$ cat src/rtl/core/hpr_pkg.sv
// Shared types, byte codes and helpers for the hex packet receiver.
`timescale 1ns / 1ps

package hpr_pkg;

  // Width of payload counts and indexes (covers every supported payload size)
  localparam int PCNT_W = 6;
  // Entries in the job queue between parser and output sequencer
  localparam int QUEUE_DEPTH = 4;

  // Link byte codes
  localparam logic [7:0] B_DLE   = 8'h10;
  localparam logic [7:0] B_STX   = 8'h02;
  localparam logic [7:0] B_ACK   = 8'h1F;
  localparam logic [7:0] B_QUOTE = 8'h5C;
  localparam logic [7:0] B_EOF   = 8'hFF;
  localparam logic [7:0] B_CR    = 8'h0D;
  localparam logic [7:0] B_LF    = 8'h0A;
  localparam logic [7:0] ACK_XOR = 8'h71;

  // Checksum multiplier (octal 13215)
  localparam logic [15:0] SUM_MUL = 16'h168D;

  localparam logic [15:0] JUNK_LIMIT_RST = 16'd1000;

  // Result kinds
  localparam logic [1:0] KIND_PAYLOAD = 2'd0;
  localparam logic [1:0] KIND_ACK     = 2'd1;
  localparam logic [1:0] KIND_EOF     = 2'd2;
  localparam logic [1:0] KIND_ERROR   = 2'd3;

  // Error codes
  localparam logic [1:0] ERR_NONE = 2'd0;
  localparam logic [1:0] ERR_LINK = 2'd1;
  localparam logic [1:0] ERR_JUNK = 2'd2;

  typedef struct packed {
    logic       cmd;
    logic [7:0] rx_byte;
  } hpr_in_t;

  typedef struct packed {
    logic [1:0] kind;
    logic [7:0] data_byte;
    logic [1:0] error_code;
    logic       last;
  } hpr_out_t;

  typedef enum logic [1:0] {
    JOB_STORE,
    JOB_ERROR,
    JOB_DELIVER
  } job_op_t;

  // One job: store a payload byte, report an error, or deliver a packet
  typedef struct packed {
    job_op_t           op;
    logic [7:0]        value;  // payload byte, or hex char of the sequence
    logic [PCNT_W-1:0] cnt;    // store index, or payload byte count
    logic              eof;
    logic [1:0]        err;
  } hpr_job_t;

  typedef enum logic [3:0] {
    PS_HUNT,
    PS_TYPE,
    PS_SEQ,
    PS_LENH,
    PS_LENL,
    PS_PAY,
    PS_QHI,
    PS_QLO,
    PS_CK1,
    PS_CK2,
    PS_CK3,
    PS_CK4,
    PS_CR
  } parse_state_t;

  typedef enum logic [1:0] {
    BS_IDLE,
    BS_ACK,
    BS_PAY,
    BS_EOF
  } back_state_t;

  // Upper-case hex character of a nibble
  function automatic logic [7:0] hex_char(input logic [3:0] v);
    logic [7:0] base;
    base = (v < 4'd10) ? 8'h30 : 8'h37;
    return base + {4'h0, v};
  endfunction

endpackage

$ cat src/rtl/core/hpr_job_queue.sv
// Short job queue between the packet parser and the output sequencer.
`timescale 1ns / 1ps

module hpr_job_queue
  import hpr_pkg::*;
(
  input  logic      clk,
  input  logic      rst,
  input  logic      push,
  input  hpr_job_t  wr_job,
  input  logic      pop,
  output hpr_job_t  rd_job,
  output logic      full,
  output logic      empty
);

  localparam int PTR_W = $clog2(QUEUE_DEPTH);
  localparam int CNT_W = $clog2(QUEUE_DEPTH + 1);

  hpr_job_t         slots [QUEUE_DEPTH];
  logic [PTR_W-1:0] wr_ptr;
  logic [PTR_W-1:0] rd_ptr;
  logic [CNT_W-1:0] count;

  assign full   = (count == CNT_W'(QUEUE_DEPTH));
  assign empty  = (count == '0);
  assign rd_job = slots[rd_ptr];

  // Write the tail slot
  always_ff @(posedge clk) begin
    if (push) begin
      slots[wr_ptr] <= wr_job;
    end
  end

  // Advance pointers and the fill count
  always_ff @(posedge clk) begin
    if (rst) begin
      wr_ptr <= '0;
      rd_ptr <= '0;
      count  <= '0;
    end else begin
      if (push) begin
        wr_ptr <= wr_ptr + PTR_W'(1);
      end
      if (pop) begin
        rd_ptr <= rd_ptr + PTR_W'(1);
      end
      if (push && !pop) begin
        count <= count + CNT_W'(1);
      end else if (pop && !push) begin
        count <= count - CNT_W'(1);
      end
    end
  end

  a_no_overflow : assert property (@(posedge clk) disable iff (rst)
    push && full |-> pop)
    else $error("job queue written while full");

  a_no_underflow : assert property (@(posedge clk) disable iff (rst)
    pop |-> !empty)
    else $error("job queue read while empty");

  a_count_step : assert property (@(posedge clk) disable iff (rst)
    !push && !pop |=> $stable(count))
    else $error("job queue count moved without push or pop");

endmodule

$ cat src/rtl/core/hpr_front.sv
// Packet parser: takes link items, tracks framing and checksum, issues jobs.
`timescale 1ns / 1ps

module hpr_front
  import hpr_pkg::*;
#(
  parameter int MAX_PAYLOAD = 50
) (
  input  logic        clk,
  input  logic        rst,
  input  logic [15:0] junk_limit,
  input  logic        in_valid,
  output logic        in_stall,
  input  hpr_in_t     in_data,
  input  logic        q_full,
  output logic        push,
  output hpr_job_t    job
);

  parse_state_t      state, state_next;
  logic [15:0]       junk_count, junk_count_next;
  logic [3:0]        expected_seq, expected_seq_next;
  logic [15:0]       running_sum, running_sum_next;
  logic [PCNT_W-1:0] length_left, length_left_next;
  logic [PCNT_W-1:0] payload_count, payload_count_next;
  logic [3:0]        nibble_hold, nibble_hold_next;
  logic [15:0]       received_sum, received_sum_next;
  logic              eof_seen, eof_seen_next;
  logic              fold_pending, fold_pending_next;

  logic              accept;
  logic [7:0]        rx;
  logic              is_hex;
  logic [3:0]        hex_v;
  logic [7:0]        len;
  logic              len_ok;
  logic              take_data;
  logic [7:0]        dbyte;
  logic [PCNT_W-1:0] left_after;
  logic [7:0]        addend;
  logic [15:0]       sum_fold;
  logic [15:0]       rsum_shift;
  logic [15:0]       junk_inc;
  parse_state_t      fault_state;
  parse_state_t      data_state;

  // Hold input while the checksum takes its extra fold or the queue is full
  assign in_stall = fold_pending | q_full;
  assign accept   = in_valid & ~in_stall;
  assign rx       = in_data.rx_byte;

  // Decode upper-case hex digits
  assign is_hex = ((rx >= 8'h30) && (rx <= 8'h39)) || ((rx >= 8'h41) && (rx <= 8'h46));
  assign hex_v  = rx[6] ? (rx[3:0] + 4'd9) : rx[3:0];

  assign len    = {nibble_hold, hex_v};
  assign len_ok = is_hex && (len != 8'h00) && (len <= 8'(MAX_PAYLOAD));

  // Payload byte path, raw or from a quoted pair
  assign take_data  = ~in_data.cmd &&
                      (((state == PS_PAY) && (rx != B_QUOTE)) ||
                       ((state == PS_QLO) && is_hex));
  assign dbyte      = (state == PS_QLO) ? {nibble_hold, hex_v} : rx;
  assign left_after = length_left - PCNT_W'(1);

  // Shared checksum multiply-add
  assign addend   = fold_pending ? hex_char(expected_seq) : dbyte;
  assign sum_fold = 16'(running_sum * SUM_MUL) + {8'h00, addend};

  assign rsum_shift = {received_sum[11:0], hex_v};
  assign junk_inc   = junk_count + 16'd1;

  assign fault_state = (rx == B_DLE) ? PS_TYPE : PS_HUNT;

  // A stray end-of-file byte faults on the decoded byte, never a DLE
  always_comb begin
    if (dbyte == B_EOF) begin
      data_state = (left_after != '0) ? PS_HUNT : PS_CK1;
    end else begin
      data_state = (left_after != '0) ? PS_PAY : PS_CK1;
    end
  end

  // Next parse state
  always_comb begin
    state_next = state;
    if (accept) begin
      if (in_data.cmd) begin
        state_next = PS_HUNT;
      end else begin
        unique case (state)
          PS_HUNT: begin
            if (rx == B_DLE) state_next = PS_TYPE;
          end
          PS_TYPE: state_next = (rx == B_STX) ? PS_SEQ : fault_state;
          PS_SEQ:  state_next = is_hex ? PS_LENH : fault_state;
          PS_LENH: state_next = is_hex ? PS_LENL : fault_state;
          PS_LENL: state_next = len_ok ? PS_PAY : fault_state;
          PS_PAY:  state_next = (rx == B_QUOTE) ? PS_QHI : data_state;
          PS_QHI:  state_next = is_hex ? PS_QLO : fault_state;
          PS_QLO:  state_next = is_hex ? data_state : fault_state;
          PS_CK1:  state_next = is_hex ? PS_CK2 : fault_state;
          PS_CK2:  state_next = is_hex ? PS_CK3 : fault_state;
          PS_CK3:  state_next = is_hex ? PS_CK4 : fault_state;
          PS_CK4:  state_next = (is_hex && (rsum_shift == running_sum)) ? PS_CR : fault_state;
          PS_CR:   state_next = (rx == B_CR) ? PS_HUNT : fault_state;
          default: state_next = fault_state;
        endcase
      end
    end
  end

  // Datapath registers and job issue
  always_comb begin
    junk_count_next    = junk_count;
    expected_seq_next  = expected_seq;
    running_sum_next   = running_sum;
    length_left_next   = length_left;
    payload_count_next = payload_count;
    nibble_hold_next   = nibble_hold;
    received_sum_next  = received_sum;
    eof_seen_next      = eof_seen;
    fold_pending_next  = fold_pending;
    push               = 1'b0;
    job                = '0;

    if (fold_pending) begin
      // Fold the sequence character after the last payload byte
      running_sum_next  = sum_fold;
      fold_pending_next = 1'b0;
    end else if (accept) begin
      if (in_data.cmd) begin
        push               = 1'b1;
        job.op             = JOB_ERROR;
        job.err            = ERR_LINK;
        junk_count_next    = '0;
        eof_seen_next      = 1'b0;
        payload_count_next = '0;
      end else begin
        // Every way back to the hunt clears the junk count
        if (state != PS_HUNT) junk_count_next = '0;

        unique case (state)
          PS_HUNT: begin
            if (rx == B_DLE) begin
              junk_count_next = '0;
            end else if (junk_inc >= junk_limit) begin
              junk_count_next = '0;
              push            = 1'b1;
              job.op          = JOB_ERROR;
              job.err         = ERR_JUNK;
            end else begin
              junk_count_next = junk_inc;
            end
          end
          PS_LENH, PS_QHI: nibble_hold_next = hex_v;
          PS_LENL: begin
            if (len_ok) begin
              length_left_next   = len[PCNT_W-1:0];
              payload_count_next = '0;
              running_sum_next   = '0;
              eof_seen_next      = 1'b0;
            end
          end
          PS_CK1, PS_CK2, PS_CK3, PS_CK4: begin
            if (is_hex) received_sum_next = rsum_shift;
          end
          PS_CR: begin
            if (rx == B_CR) begin
              push               = 1'b1;
              job.op             = JOB_DELIVER;
              job.value          = hex_char(expected_seq);
              job.cnt            = payload_count;
              job.eof            = eof_seen;
              expected_seq_next  = expected_seq + 4'd1;
              eof_seen_next      = 1'b0;
              payload_count_next = '0;
            end
          end
          default: ;
        endcase

        if (take_data) begin
          running_sum_next = sum_fold;
          length_left_next = left_after;
          if (dbyte == B_EOF) begin
            eof_seen_next = 1'b1;
          end else begin
            push               = 1'b1;
            job.op             = JOB_STORE;
            job.value          = dbyte;
            job.cnt            = payload_count;
            payload_count_next = payload_count + PCNT_W'(1);
          end
          if (left_after == '0) begin
            fold_pending_next = 1'b1;
            received_sum_next = '0;
          end
        end
      end
    end
  end

  // Control registers
  always_ff @(posedge clk) begin
    if (rst) begin
      state         <= PS_HUNT;
      junk_count    <= '0;
      expected_seq  <= '0;
      running_sum   <= '0;
      length_left   <= '0;
      payload_count <= '0;
      nibble_hold   <= '0;
      received_sum  <= '0;
      eof_seen      <= 1'b0;
      fold_pending  <= 1'b0;
    end else begin
      state         <= state_next;
      junk_count    <= junk_count_next;
      expected_seq  <= expected_seq_next;
      running_sum   <= running_sum_next;
      length_left   <= length_left_next;
      payload_count <= payload_count_next;
      nibble_hold   <= nibble_hold_next;
      received_sum  <= received_sum_next;
      eof_seen      <= eof_seen_next;
      fold_pending  <= fold_pending_next;
    end
  end

  a_fold_in_ck1 : assert property (@(posedge clk) disable iff (rst)
    fold_pending |-> (state == PS_CK1) && (received_sum == 16'h0000))
    else $error("checksum fold pending outside the first checksum digit");

  a_payload_left : assert property (@(posedge clk) disable iff (rst)
    (state == PS_PAY) || (state == PS_QHI) || (state == PS_QLO) |-> length_left != '0)
    else $error("payload state with no bytes left");

  a_store_in_range : assert property (@(posedge clk) disable iff (rst)
    push && (job.op == JOB_STORE) |-> job.cnt < PCNT_W'(MAX_PAYLOAD))
    else $error("payload store index out of range");

endmodule

$ cat src/rtl/core/hpr_back.sv
// Output sequencer: holds the payload store and plays jobs out as result items.
`timescale 1ns / 1ps

module hpr_back
  import hpr_pkg::*;
#(
  parameter int MAX_PAYLOAD = 50
) (
  input  logic      clk,
  input  logic      rst,
  input  logic      q_empty,
  input  hpr_job_t  job,
  output logic      pop,
  output logic      out_valid,
  input  logic      out_stall,
  output hpr_out_t  out_data
);

  localparam int ADDR_W = (MAX_PAYLOAD > 1) ? $clog2(MAX_PAYLOAD) : 1;

  logic [7:0]        store_mem [MAX_PAYLOAD];
  logic [7:0]        rd_data;
  logic [ADDR_W-1:0] rd_addr;
  logic              mem_we;

  back_state_t       bstate, bstate_next;
  logic [2:0]        step, step_next;
  logic [PCNT_W-1:0] pay_idx, pay_idx_next;
  logic [PCNT_W-1:0] pay_cnt;
  logic [7:0]        ack_h;
  logic              eof_flag;

  logic              can_load;
  logic              load;
  hpr_out_t          item;
  logic [7:0]        ack_byte;
  logic              pay_end;

  assign can_load = ~out_valid | ~out_stall;
  assign pay_end  = (pay_idx + PCNT_W'(1)) == pay_cnt;

  // Acknowledge bytes in order
  always_comb begin
    case (step)
      3'd0:    ack_byte = B_DLE;
      3'd1:    ack_byte = B_ACK;
      3'd2:    ack_byte = ack_h;
      3'd3:    ack_byte = ack_h ^ ACK_XOR;
      3'd4:    ack_byte = B_CR;
      default: ack_byte = B_LF;
    endcase
  end

  // Next sequencer state
  always_comb begin
    bstate_next = bstate;
    unique case (bstate)
      BS_IDLE: begin
        if (!q_empty && (job.op == JOB_DELIVER)) bstate_next = BS_ACK;
      end
      BS_ACK: begin
        if (can_load && (step == 3'd5)) begin
          if (pay_cnt != '0)  bstate_next = BS_PAY;
          else if (eof_flag)  bstate_next = BS_EOF;
          else                bstate_next = BS_IDLE;
        end
      end
      BS_PAY: begin
        if (can_load && pay_end) bstate_next = eof_flag ? BS_EOF : BS_IDLE;
      end
      BS_EOF: begin
        if (can_load) bstate_next = BS_IDLE;
      end
      default: bstate_next = BS_IDLE;
    endcase
  end

  // Job pop, store write and result item
  always_comb begin
    pop          = 1'b0;
    mem_we       = 1'b0;
    load         = 1'b0;
    item         = '0;
    step_next    = step;
    pay_idx_next = pay_idx;
    unique case (bstate)
      BS_IDLE: begin
        step_next    = '0;
        pay_idx_next = '0;
        if (!q_empty) begin
          unique case (job.op)
            JOB_STORE: begin
              pop    = 1'b1;
              mem_we = 1'b1;
            end
            JOB_ERROR: begin
              if (can_load) begin
                pop             = 1'b1;
                load            = 1'b1;
                item.kind       = KIND_ERROR;
                item.error_code = job.err;
                item.last       = 1'b1;
              end
            end
            JOB_DELIVER: pop = 1'b1;
            default: pop = 1'b1;
          endcase
        end
      end
      BS_ACK: begin
        load           = can_load;
        item.kind      = KIND_ACK;
        item.data_byte = ack_byte;
        item.last      = (step == 3'd5) && (pay_cnt == '0) && !eof_flag;
        if (can_load) step_next = step + 3'd1;
      end
      BS_PAY: begin
        load           = can_load;
        item.kind      = KIND_PAYLOAD;
        item.data_byte = rd_data;
        item.last      = pay_end && !eof_flag;
        if (can_load) pay_idx_next = pay_idx + PCNT_W'(1);
      end
      BS_EOF: begin
        load      = can_load;
        item.kind = KIND_EOF;
        item.last = 1'b1;
      end
      default: ;
    endcase
  end

  // Read ahead at the next index so the byte is ready when it is due
  assign rd_addr = (pay_idx_next < PCNT_W'(MAX_PAYLOAD)) ? pay_idx_next[ADDR_W-1:0] : '0;

  // Payload store
  always_ff @(posedge clk) begin
    if (mem_we) begin
      store_mem[job.cnt[ADDR_W-1:0]] <= job.value;
    end
    rd_data <= store_mem[rd_addr];
  end

  // Latch the packet being delivered
  always_ff @(posedge clk) begin
    if (pop && (job.op == JOB_DELIVER)) begin
      ack_h    <= job.value;
      pay_cnt  <= job.cnt;
      eof_flag <= job.eof;
    end
  end

  // Sequencer and output register
  always_ff @(posedge clk) begin
    if (rst) begin
      bstate    <= BS_IDLE;
      step      <= '0;
      pay_idx   <= '0;
      out_valid <= 1'b0;
    end else begin
      bstate  <= bstate_next;
      step    <= step_next;
      pay_idx <= pay_idx_next;
      if (load) begin
        out_valid <= 1'b1;
      end else if (!out_stall) begin
        out_valid <= 1'b0;
      end
    end
  end

  always_ff @(posedge clk) begin
    if (load) begin
      out_data <= item;
    end
  end

  a_ack_step : assert property (@(posedge clk) disable iff (rst)
    bstate == BS_ACK |-> step <= 3'd5)
    else $error("acknowledge step past the line feed");

  a_pay_index : assert property (@(posedge clk) disable iff (rst)
    bstate == BS_PAY |-> pay_idx < pay_cnt)
    else $error("payload index past the byte count");

  a_eof_flag : assert property (@(posedge clk) disable iff (rst)
    bstate == BS_EOF |-> eof_flag)
    else $error("end-of-file item without end-of-file packet");

endmodule

$ cat src/rtl/core/hex_packet_receiver.sv
// Top level of the hex packet receiver: config register, parser, queue, sequencer.
// Path: with the sequencer idle, an error item goes from the job queue to the output register;
//   a packet's ack bytes follow its CR once the sequencer enters ACK, then one per cycle unless out_stall holds.
// Throughput: one input item per cycle; after the last payload byte input stalls
//   for the extra checksum fold, and it stalls while the four-entry job queue is full.
// Reset: rst is synchronous; it clears control state, junk_limit returns to 1000,
//   and the payload store is not cleared.
`timescale 1ns / 1ps

module hex_packet_receiver
  import hpr_pkg::*;
#(
  parameter int MAX_PAYLOAD = 50
) (
  input  logic        clk,
  input  logic        rst,
  input  logic        cfg_we,
  input  logic [15:0] cfg_wdata,
  input  logic        in_valid,
  output logic        in_stall,
  input  hpr_in_t     in_data,
  output logic        out_valid,
  input  logic        out_stall,
  output hpr_out_t    out_data
);

  logic [15:0] junk_limit;
  logic        q_push;
  logic        q_full;
  logic        q_pop;
  logic        q_empty;
  hpr_job_t    push_job;
  hpr_job_t    head_job;

  // Junk limit register
  always_ff @(posedge clk) begin
    if (rst) begin
      junk_limit <= JUNK_LIMIT_RST;
    end else if (cfg_we) begin
      junk_limit <= cfg_wdata;
    end
  end

  hpr_front #(
    .MAX_PAYLOAD (MAX_PAYLOAD)
  ) u_front (
    .clk        (clk),
    .rst        (rst),
    .junk_limit (junk_limit),
    .in_valid   (in_valid),
    .in_stall   (in_stall),
    .in_data    (in_data),
    .q_full     (q_full),
    .push       (q_push),
    .job        (push_job)
  );

  hpr_job_queue u_queue (
    .clk    (clk),
    .rst    (rst),
    .push   (q_push),
    .wr_job (push_job),
    .pop    (q_pop),
    .rd_job (head_job),
    .full   (q_full),
    .empty  (q_empty)
  );

  hpr_back #(
    .MAX_PAYLOAD (MAX_PAYLOAD)
  ) u_back (
    .clk       (clk),
    .rst       (rst),
    .q_empty   (q_empty),
    .job       (head_job),
    .pop       (q_pop),
    .out_valid (out_valid),
    .out_stall (out_stall),
    .out_data  (out_data)
  );

endmodule
$ cat config.mk
export PLATFORM = sky130hd
export DESIGN_NAME = hex_packet_receiver
export DESIGN_NICKNAME = d
export VERILOG_FILES = /design/src/rtl/core/hpr_pkg.sv /design/src/rtl/core/hpr_job_queue.sv /design/src/rtl/core/hpr_front.sv /design/src/rtl/core/hpr_back.sv /design/src/rtl/core/hex_packet_receiver.sv
export SDC_FILE = /design/constraint.sdc
export NUM_CORES = 1
export LEC_CHECK = 0
export BUFFER_PORTS_ARGS = -buffer_cell sky130_fd_sc_hd__clkbuf_2
export CAP_MARGIN = 20
export CELL_PAD_IN_SITES_DETAIL_PLACEMENT = 0
export CELL_PAD_IN_SITES_GLOBAL_PLACEMENT = 1
export CORE_ASPECT_RATIO = 0.5
export CORE_UTILIZATION = 45
export CTS_BUF_LIST = sky130_fd_sc_hd__clkbuf_16
export CTS_CLUSTER_SIZE = 8
export DETAILED_ROUTE_END_ITERATION = 8
export PLACE_DENSITY = 0.86
export REMOVE_ABC_BUFFERS = 1
export SETUP_SLACK_MARGIN = 0.15
export SYNTH_ARGS = -nofsm -noshare
export SYNTH_HDL_FRONTEND = slang
export SYNTH_SLANG_ARGS = --single-unit
export TNS_END_PERCENT = 50
$ cat constraint.sdc
create_clock -name clk -period 3.9 [get_ports clk]
set_input_delay 0.39 -clock clk [delete_from_list [all_inputs] [get_ports clk]]
set_output_delay 0.39 -clock clk [all_outputs]
set_load 0.01 [all_outputs]
==> flow_metrics.tcl, run 1 <==
set metrics [dict create \
    cts_tree "built" \
    synth_mux_area_frac 0.03883 \
    synthXorXnorAreaFrac 0.02354 \
    max-slew-margin-rel 0.2442 \
    ys_ff_latch 619 \
    synth_largest_area_cell "edfxtp_1" \
    fmax_mhz 235.2 \
    peakVddDrop_mv 0.3351 \
    synth.distinct_cells 87 \
    synthFlopType "edfxtp_1" \
    drive_above_1_share 0.2184 \
    grt.overflow.total 0 \
    cap_viol_max_count 0 \
    via_per_inst 5.795 \
    start_kind "flip-flop" \
    synth_warnings 0 \
    yosys.area_share.adder 0.06993 \
    synth_top_cells_by_area "edfxtp_1 51%, dfxtp_1 7.7%, ha_1 4.7%" \
    end_kind "flip-flop" \
    hold_viol 0 \
    die-height_um 183.9 \
    crit_arrival_ns 4.76 \
    synthesis.instances 2557 \
    internal_power_mw 12.83 \
    slowest_stage "fa_1" \
    clkPwrFrac 0.392 \
    pwr-share-comb 0.149 \
    numCtsBuffers 87 \
    post-place-cells 3601 \
    cts_buffer_depth 3 \
    final_cells 3773 \
    clk_latency_ns 0.65 \
    rows 66 \
    yosysSeqAreaShare 0.5857 \
    antenna_found_initial 0 \
    grtUsageTotal 0.2339 \
    routed_wl_um 80740 \
    routedWlPerCell_um 21.40 \
    clkSinkCount 619 \
    p_leak_nw 13.80 \
    swShare 0.2714 \
    setup_viol 6 \
    grt_pass1_vias 21435 \
    status "complete, but fails checks" \
    syn_to_final_growth_pct 23.33 \
    total_power_mw 17.61 \
    dieArea_um2 67250 \
    syn_area_um2 29770 \
    io_buffer_count 44 \
    synth_most_common_cell "edfxtp_1" \
    vias 21865 \
    dp_worst_setup_slack_ns -0.5617 \
    clockRootBuffer "clkbuf_16" \
    initial_core_util 0.4569 \
    hp-class "input port to flip-flop" \
    nFillCells 5202 \
    fin_worst_skew_ns 0.03152 \
    synthArstFlopShare 0 \
    fin_nets 3027 \
    fin_ws_ns -0.3525 \
    min_period_ns 4.253 \
    die_x_um 365.8 \
    rsz0062_at_grt "yes" \
    synth_top_family_by_area "simple AND/OR/NAND/NOR gates" \
    worstPathMaxFanout 4 \
    path_clk_slew_ns 0.05 \
    finalCritPeriodShare 1.090 \
    crit_chain "buf_6, buf_6, ha_4, fa_1, fa_1, inv_2, fa_1, inv_2, fa_2, ha_4, xnor2_2, xnor2_1, xnor2_1, xnor2_1, and3_1, a221o_1" \
    power_density_nw_per_um2 479.7 \
    violations "setup timing" \
    yosys.area.top_type_share 0.5084 \
    critical_path_class "flip-flop to flip-flop" \
    finalMaxSlewViolations 0 \
    netlist_top_cells_count "504 x edfxtp_1, 283 x nand2_1, 241 x nor2_1" \
    io_pins 45 \
    slowest_delay_ns 0.51 \
    yosys.area_share.simple 0.1401 \
    dr.pass1.iters 6 \
    power_frac_seq 0.459 \
    syn_avg_cell_area_um2 11.64 \
    first_iter_violations 2307 \
    required_ns 4.41 \
    core_um2 65160 \
    synth_edf_count 504 \
    final_antenna_net_count 0 \
    antennaDiodeCount 0 \
    drc 0 \
    post-dp-hpwl_um 51820 \
    net-switching-power_mw 4.780 \
    grt_pass1_wl_um 122300 \
    worst_pin_slew_ns 1.134 \
    synth-compound-area-share 0.1060 \
    grt_max_degree 65 \
    cts-htree-levels 3 \
    place_congestion 0.9452 \
]
-- flip-flops by register name (all words and copies together) (netlist names), 2 cells and up, named ones only --
signal / cells
u_back.store_mem: 400
u_queue.slots: 76
junk_limit: 16
u_front.junk_count: 16
u_front.running_sum: 16
u_back.out_data: 13
u_front.received_sum: 12
u_back.ack_h: 8
u_back.rd_data: 8
u_back.pay_cnt: 6
u_back.pay_idx: 6
u_front.length_left: 6
u_front.payload_count: 6
u_front.expected_seq: 4
u_front.nibble_hold: 4
u_front.state: 4
u_back.step: 3
u_queue.count: 3
u_back.bstate: 2
u_queue.rd_ptr: 2
u_queue.wr_ptr: 2
-- cells in the final DEF (no fill, tap or decap), types with 10 or more instances in the layout --
cell type / Yosys / layout
dlygate4sd3_1: 0 / 16
edfxtp_1: 504 / 504
o221ai_1: 13 / 13
nor3_1: 36 / 33
and3_1: 32 / 23
clkbuf_2: 2 / 43
a21boi_0: 12 / 12
a22oi_1: 25 / 25
xor2_1: 41 / 38
mux2i_1: 66 / 66
o21ai_0: 101 / 91
buf_12: 0 / 12
a21oi_2: 0 / 12
ha_1: 112 / 64
dfxtp_1: 115 / 103
ha_4: 0 / 44
nand3b_1: 17 / 17
buf_6: 0 / 19
a31oi_1: 46 / 46
xnor2_1: 39 / 33
nor2_1: 241 / 236
nand3_1: 82 / 76
nand2b_1: 17 / 17
a21oi_1: 97 / 83
and2_1: 22 / 19
nor2b_1: 22 / 22
a32oi_1: 18 / 18
or3_1: 38 / 34
nand2_1: 283 / 280
and4_1: 11 / 11
inv_1: 145 / 155
fa_1: 34 / 31
inv_2: 0 / 22
clkbuf_16: 0 / 92
nand4_1: 30 / 30
a21o_1: 10 / 10
mux4_2: 19 / 19
nor4_1: 15 / 14
o211ai_1: 15 / 15
buf_4: 2 / 238
-- worst max-delay path: cells and delay by family (launching register included) --
| kind | cells | cell delay [ns] |
|---|---|---|
| AND/OR/NAND/NOR | 1 | 0.17 |
| flip-flops | 1 | 0.34 |
| adder cells (fa/ha/maj) | 6 | 2.37 |
| XOR/XNOR | 4 | 0.66 |
| buffers and inverters | 4 | 0.33 |
| AO/OA/AOI/OAI | 1 | 0.30 |
-- area by class of cell --
| type | instances | area [um^2] | area share |
|---|---|---|---|
| Tap cell | 884 | 1106 | 0.03012 |
| Sequential cell | 619 | 17470 | 0.4759 |
| Clock inverter | 39 | 275.3 | 0.007497 |
| Clock buffer | 88 | 2202 | 0.05997 |
| Multi-Input combinational cell | 1665 | 12400 | 0.3376 |
| Timing Repair Buffer | 332 | 2716 | 0.07398 |
| Inverter | 146 | 548.0 | 0.01493 |
-- power groups by stage --
| stage | Combinational (mW) | Sequential (mW) | Clock [mW] |
|---|---|---|---|
| 3_5_place_dp | 2.49 | 8.21 | 0 |
| 4_1_cts | 2.53 | 8.08 | 6.99 |
| 6_report | 2.62 | 8.08 | 6.91 |
| 5_1_grt | 2.82 | 8.10 | 7.27 |
| 2_1_floorplan | 1.37 | 8.23 | 0 |
| 3_3_place_gp | 2.43 | 8.19 | 0 |
-- cells by family after synthesis --
kind of cell,count (synthesis)
AOI/OAI and AO/OA,465
xor gates and xnor gates,80
adders and majority gates,146
buffers and inverters,273
DFF,619
muxes,91
and+or+nand+nor,883
-- routing by layer --
metal,wire length [um],global-route usage
met1,33060,0.3053
met2,39520,0.3977
met3,5999,0.04390
met4,2156,0.06924
met5,0,0
-- final timing paths --
path / startpoint / endpoint / slack [ns] / cells after the start
min: in_valid / u_queue.slots[1][0]$_DFFE_PP_ / 0.23 / 2
max: u_front.running_sum[5]$_SDFFE_PP0P_ / u_front.running_sum[15]$_SDFFE_PP0P_ / -0.35 / 16
max reg2reg: u_front.running_sum[5]$_SDFFE_PP0P_ / u_front.running_sum[15]$_SDFFE_PP0P_ / -0.35 / 16
min reg2reg: u_front.eof_seen$_SDFFE_PP0P_ / u_front.eof_seen$_SDFFE_PP0P_ / 0.48 / 2
-- stage by stage --
stage          area (um^2)  hold slack [ns]  setup TNS, ns  utilization
2_1_floorplan        29250           0.4455         -74.72            -
3_3_place_gp         32580           0.4692         -3.096       0.5001
3_5_place_dp         32580           0.4759         -3.296       0.5001
4_1_cts              35860           0.1959        -0.9997       0.5504
5_1_grt              36720           0.2196         -2.469       0.5635
6_report             36720           0.2268         -1.183       0.5635
-- what timing repair did --
action,in CTS,in global routing
setup buffers,6,17
endpoints found under the hold margin,16,0
resized for setup,118,111
hold buffers,16,0
gates cloned,0,5
pin swaps,81,63
endpoints found under the setup margin,110,112
No activity file was read; power rests on OpenSTA's default activity.
==> run 2: changes to the inputs <==
--- a/config.mk
+++ b/config.mk
@@ -5,7 +5,6 @@
 export SDC_FILE = /design/constraint.sdc
 export NUM_CORES = 1
 export LEC_CHECK = 0
-export BUFFER_PORTS_ARGS = -buffer_cell sky130_fd_sc_hd__clkbuf_2
 export CAP_MARGIN = 20
 export CELL_PAD_IN_SITES_DETAIL_PLACEMENT = 0
 export CELL_PAD_IN_SITES_GLOBAL_PLACEMENT = 1
@@ -14,7 +13,8 @@
 export CTS_BUF_LIST = sky130_fd_sc_hd__clkbuf_16
 export CTS_CLUSTER_SIZE = 8
 export DETAILED_ROUTE_END_ITERATION = 8
-export PLACE_DENSITY = 0.86
+export DONT_BUFFER_PORTS = 1
+export PLACE_DENSITY = 0.85
 export REMOVE_ABC_BUFFERS = 1
 export SETUP_SLACK_MARGIN = 0.15
 export SYNTH_ARGS = -nofsm -noshare
==> run 2 against run 1 <==
Count of clock-buffer cells in the layout unchanged. Core utilization decreased by 0.15 points. Non-clock buffer count is 37 lower. First-iteration DRC count grew 3.3%. Maximum frequency fell by 1.4%. The run still ends with setup timing left. Sequential power up 0.6%. Wire length rose by 1.9%. Sequential share of layout area increased by 0.12 points.
==> flow_metrics.tcl, run 2 (same netlist as run 1, synthesis figures left out) <==
set metrics [dict create \
    place_area_um2 32310 \
    io_pins 45 \
    worstPathMaxFanout 2 \
    cap_viol_max_count 0 \
    numCtsBuffers 87 \
    clockRootBuffer "clkbuf_16" \
    cts_tree "built" \
    antenna_found_initial 1 \
    nFillCells 5092 \
    grt_pass1_wl_um 125000 \
    place_congestion 0.9308 \
    via_per_inst 5.840 \
    fin_ws_ns -0.4134 \
    cts-htree-levels 3 \
    die_x_um 365.8 \
    fin_nets 2990 \
    routed_wl_um 82300 \
    fmax_mhz 231.8 \
    drc 0 \
    grt_max_degree 87 \
    final_common_cell "edfxtp_1" \
    routedWlPerCell_um 22.03 \
    dr.pass1.iters 7 \
    io_buffer_count 0 \
    die-height_um 183.9 \
    final_area_um2 36620 \
    rows 66 \
    hold_ws_ns 0.09550 \
    rsz0062_at_grt "yes" \
    worst_pin_slew_ns 1.123 \
    first_iter_violations 2382 \
    violations "setup timing" \
    cts_buffer_depth 3 \
    hp-class "input port to flip-flop" \
    min_period_ns 4.313 \
    end_kind "flip-flop" \
    vias 21818 \
    clk_latency_ns 0.66 \
    core_um2 65160 \
    critical_path_class "flip-flop to flip-flop" \
    hold_viol 0 \
    finalMaxSlewViolations 0 \
    post-route-util 0.5620 \
    required_ns 4.47 \
    final_cell_mix "504 x edfxtp_1, 278 x nand2_1, 236 x nor2_1, 227 x buf_4, 152 x inv_1" \
    peakVddDrop_mv 0.3364 \
    initial_core_util 0.4569 \
    grt.overflow.total 0 \
    syn_to_final_growth_pct 23.01 \
    max-slew-margin-rel 0.2510 \
    path_clk_slew_ns 0.06 \
    dieArea_um2 67250 \
    drive_above_1_share 0.2006 \
    antennaDiodeCount 0 \
    largest_reg_flops 400 \
    final_antenna_net_count 0 \
    setup_viol 85 \
    post-dp-hpwl_um 50980 \
    crit_arrival_ns 4.88 \
    start_kind "flip-flop" \
    grtUsageTotal 0.2404 \
    fin_worst_skew_ns 0.03581 \
    finalCritPeriodShare 1.106 \
    dp_worst_setup_slack_ns -0.5767 \
    status "complete, but fails checks" \
    p_leak_nw 13.68 \
    clkSinkCount 619 \
    grt_pass1_vias 21833 \
    power_density_nw_per_um2 478.7 \
]
run 2: layout make-up:
| cell class | count | area (um^2) | share of cell area |
|---|---|---|---|
| Sequential cell | 619 | 17470 | 0.4771 |
| Tap cell | 884 | 1106 | 0.03020 |
| Inverter | 146 | 548.0 | 0.01497 |
| Clock inverter | 39 | 249.0 | 0.006799 |
| Timing Repair Buffer | 295 | 2766 | 0.07554 |
| Clock buffer | 88 | 2202 | 0.06013 |
| Multi-Input combinational cell | 1665 | 12280 | 0.3352 |
run 2: critical path, cell delays in order (launching register included):
cell and delay, ns:
dfxtp_4 0.36, ha_4 0.14, and3_4 0.19, and3_4 0.19, and3_4 0.18, and3_4 0.21
nand3_4 0.10, xnor2_4 0.20, ha_4 0.23, buf_6 0.11, buf_6 0.10, a21oi_4 0.16
o21ai_2 0.08, nor2_1 0.13, a21oi_1 0.12, buf_4 0.19, o41a_1 0.48, ha_2 0.22
inv_2 0.05, fa_2 0.18, xor2_1 0.07, or3_1 0.37, a21oi_2 0.14
run 2: per-stage QoR:
step	instances	power (mW)	setup TNS, ns
after floorplan	2430	9.607	-74.72
after global placement	3548	10.52	-3.940
after detailed placement	3549	10.61	-3.142
final	3736	17.53	-14.60
after CTS	3726	17.51	-1.156
after global routing	3736	18.06	-19.23
run 2: where the power goes:
part           total [mW]  switching (mW)  internal, mW
Clock                6.83            2.81          4.02
Sequential           8.13           0.184          7.95
Combinational        2.57            1.78         0.787
Total                17.5            4.77          12.8
run 2: what timing repair did:
item	in CTS	in global routing
pin swaps	94	38
hold buffers	28	0
endpoints found under the hold margin	93	0
cloned	9	3
buffers inserted	13	6
resized for setup	156	67
endpoints found under the setup margin	96	99
run 2: final timing paths:
check	from	to	slack [ns]	cells after the start
min reg2reg	u_front.eof_seen$_SDFFE_PP0P_	u_front.eof_seen$_SDFFE_PP0P_	0.48	2
min	rst	u_front.running_sum[15]$_SDFFE_PP0P_	0.1	2
max reg2reg	u_front.junk_count[0]$_SDFFE_PP0P_	u_queue.count[2]$_SDFFE_PP0P_	-0.41	22
max	u_front.junk_count[0]$_SDFFE_PP0P_	u_queue.count[2]$_SDFFE_PP0P_	-0.41	22
run 2: routing by layer:
metal,global-route usage,wire (um)
met1,0.3088,33340
met2,0.4029,39730
met3,0.04610,6536
met4,0.09597,2696
met5,0,0
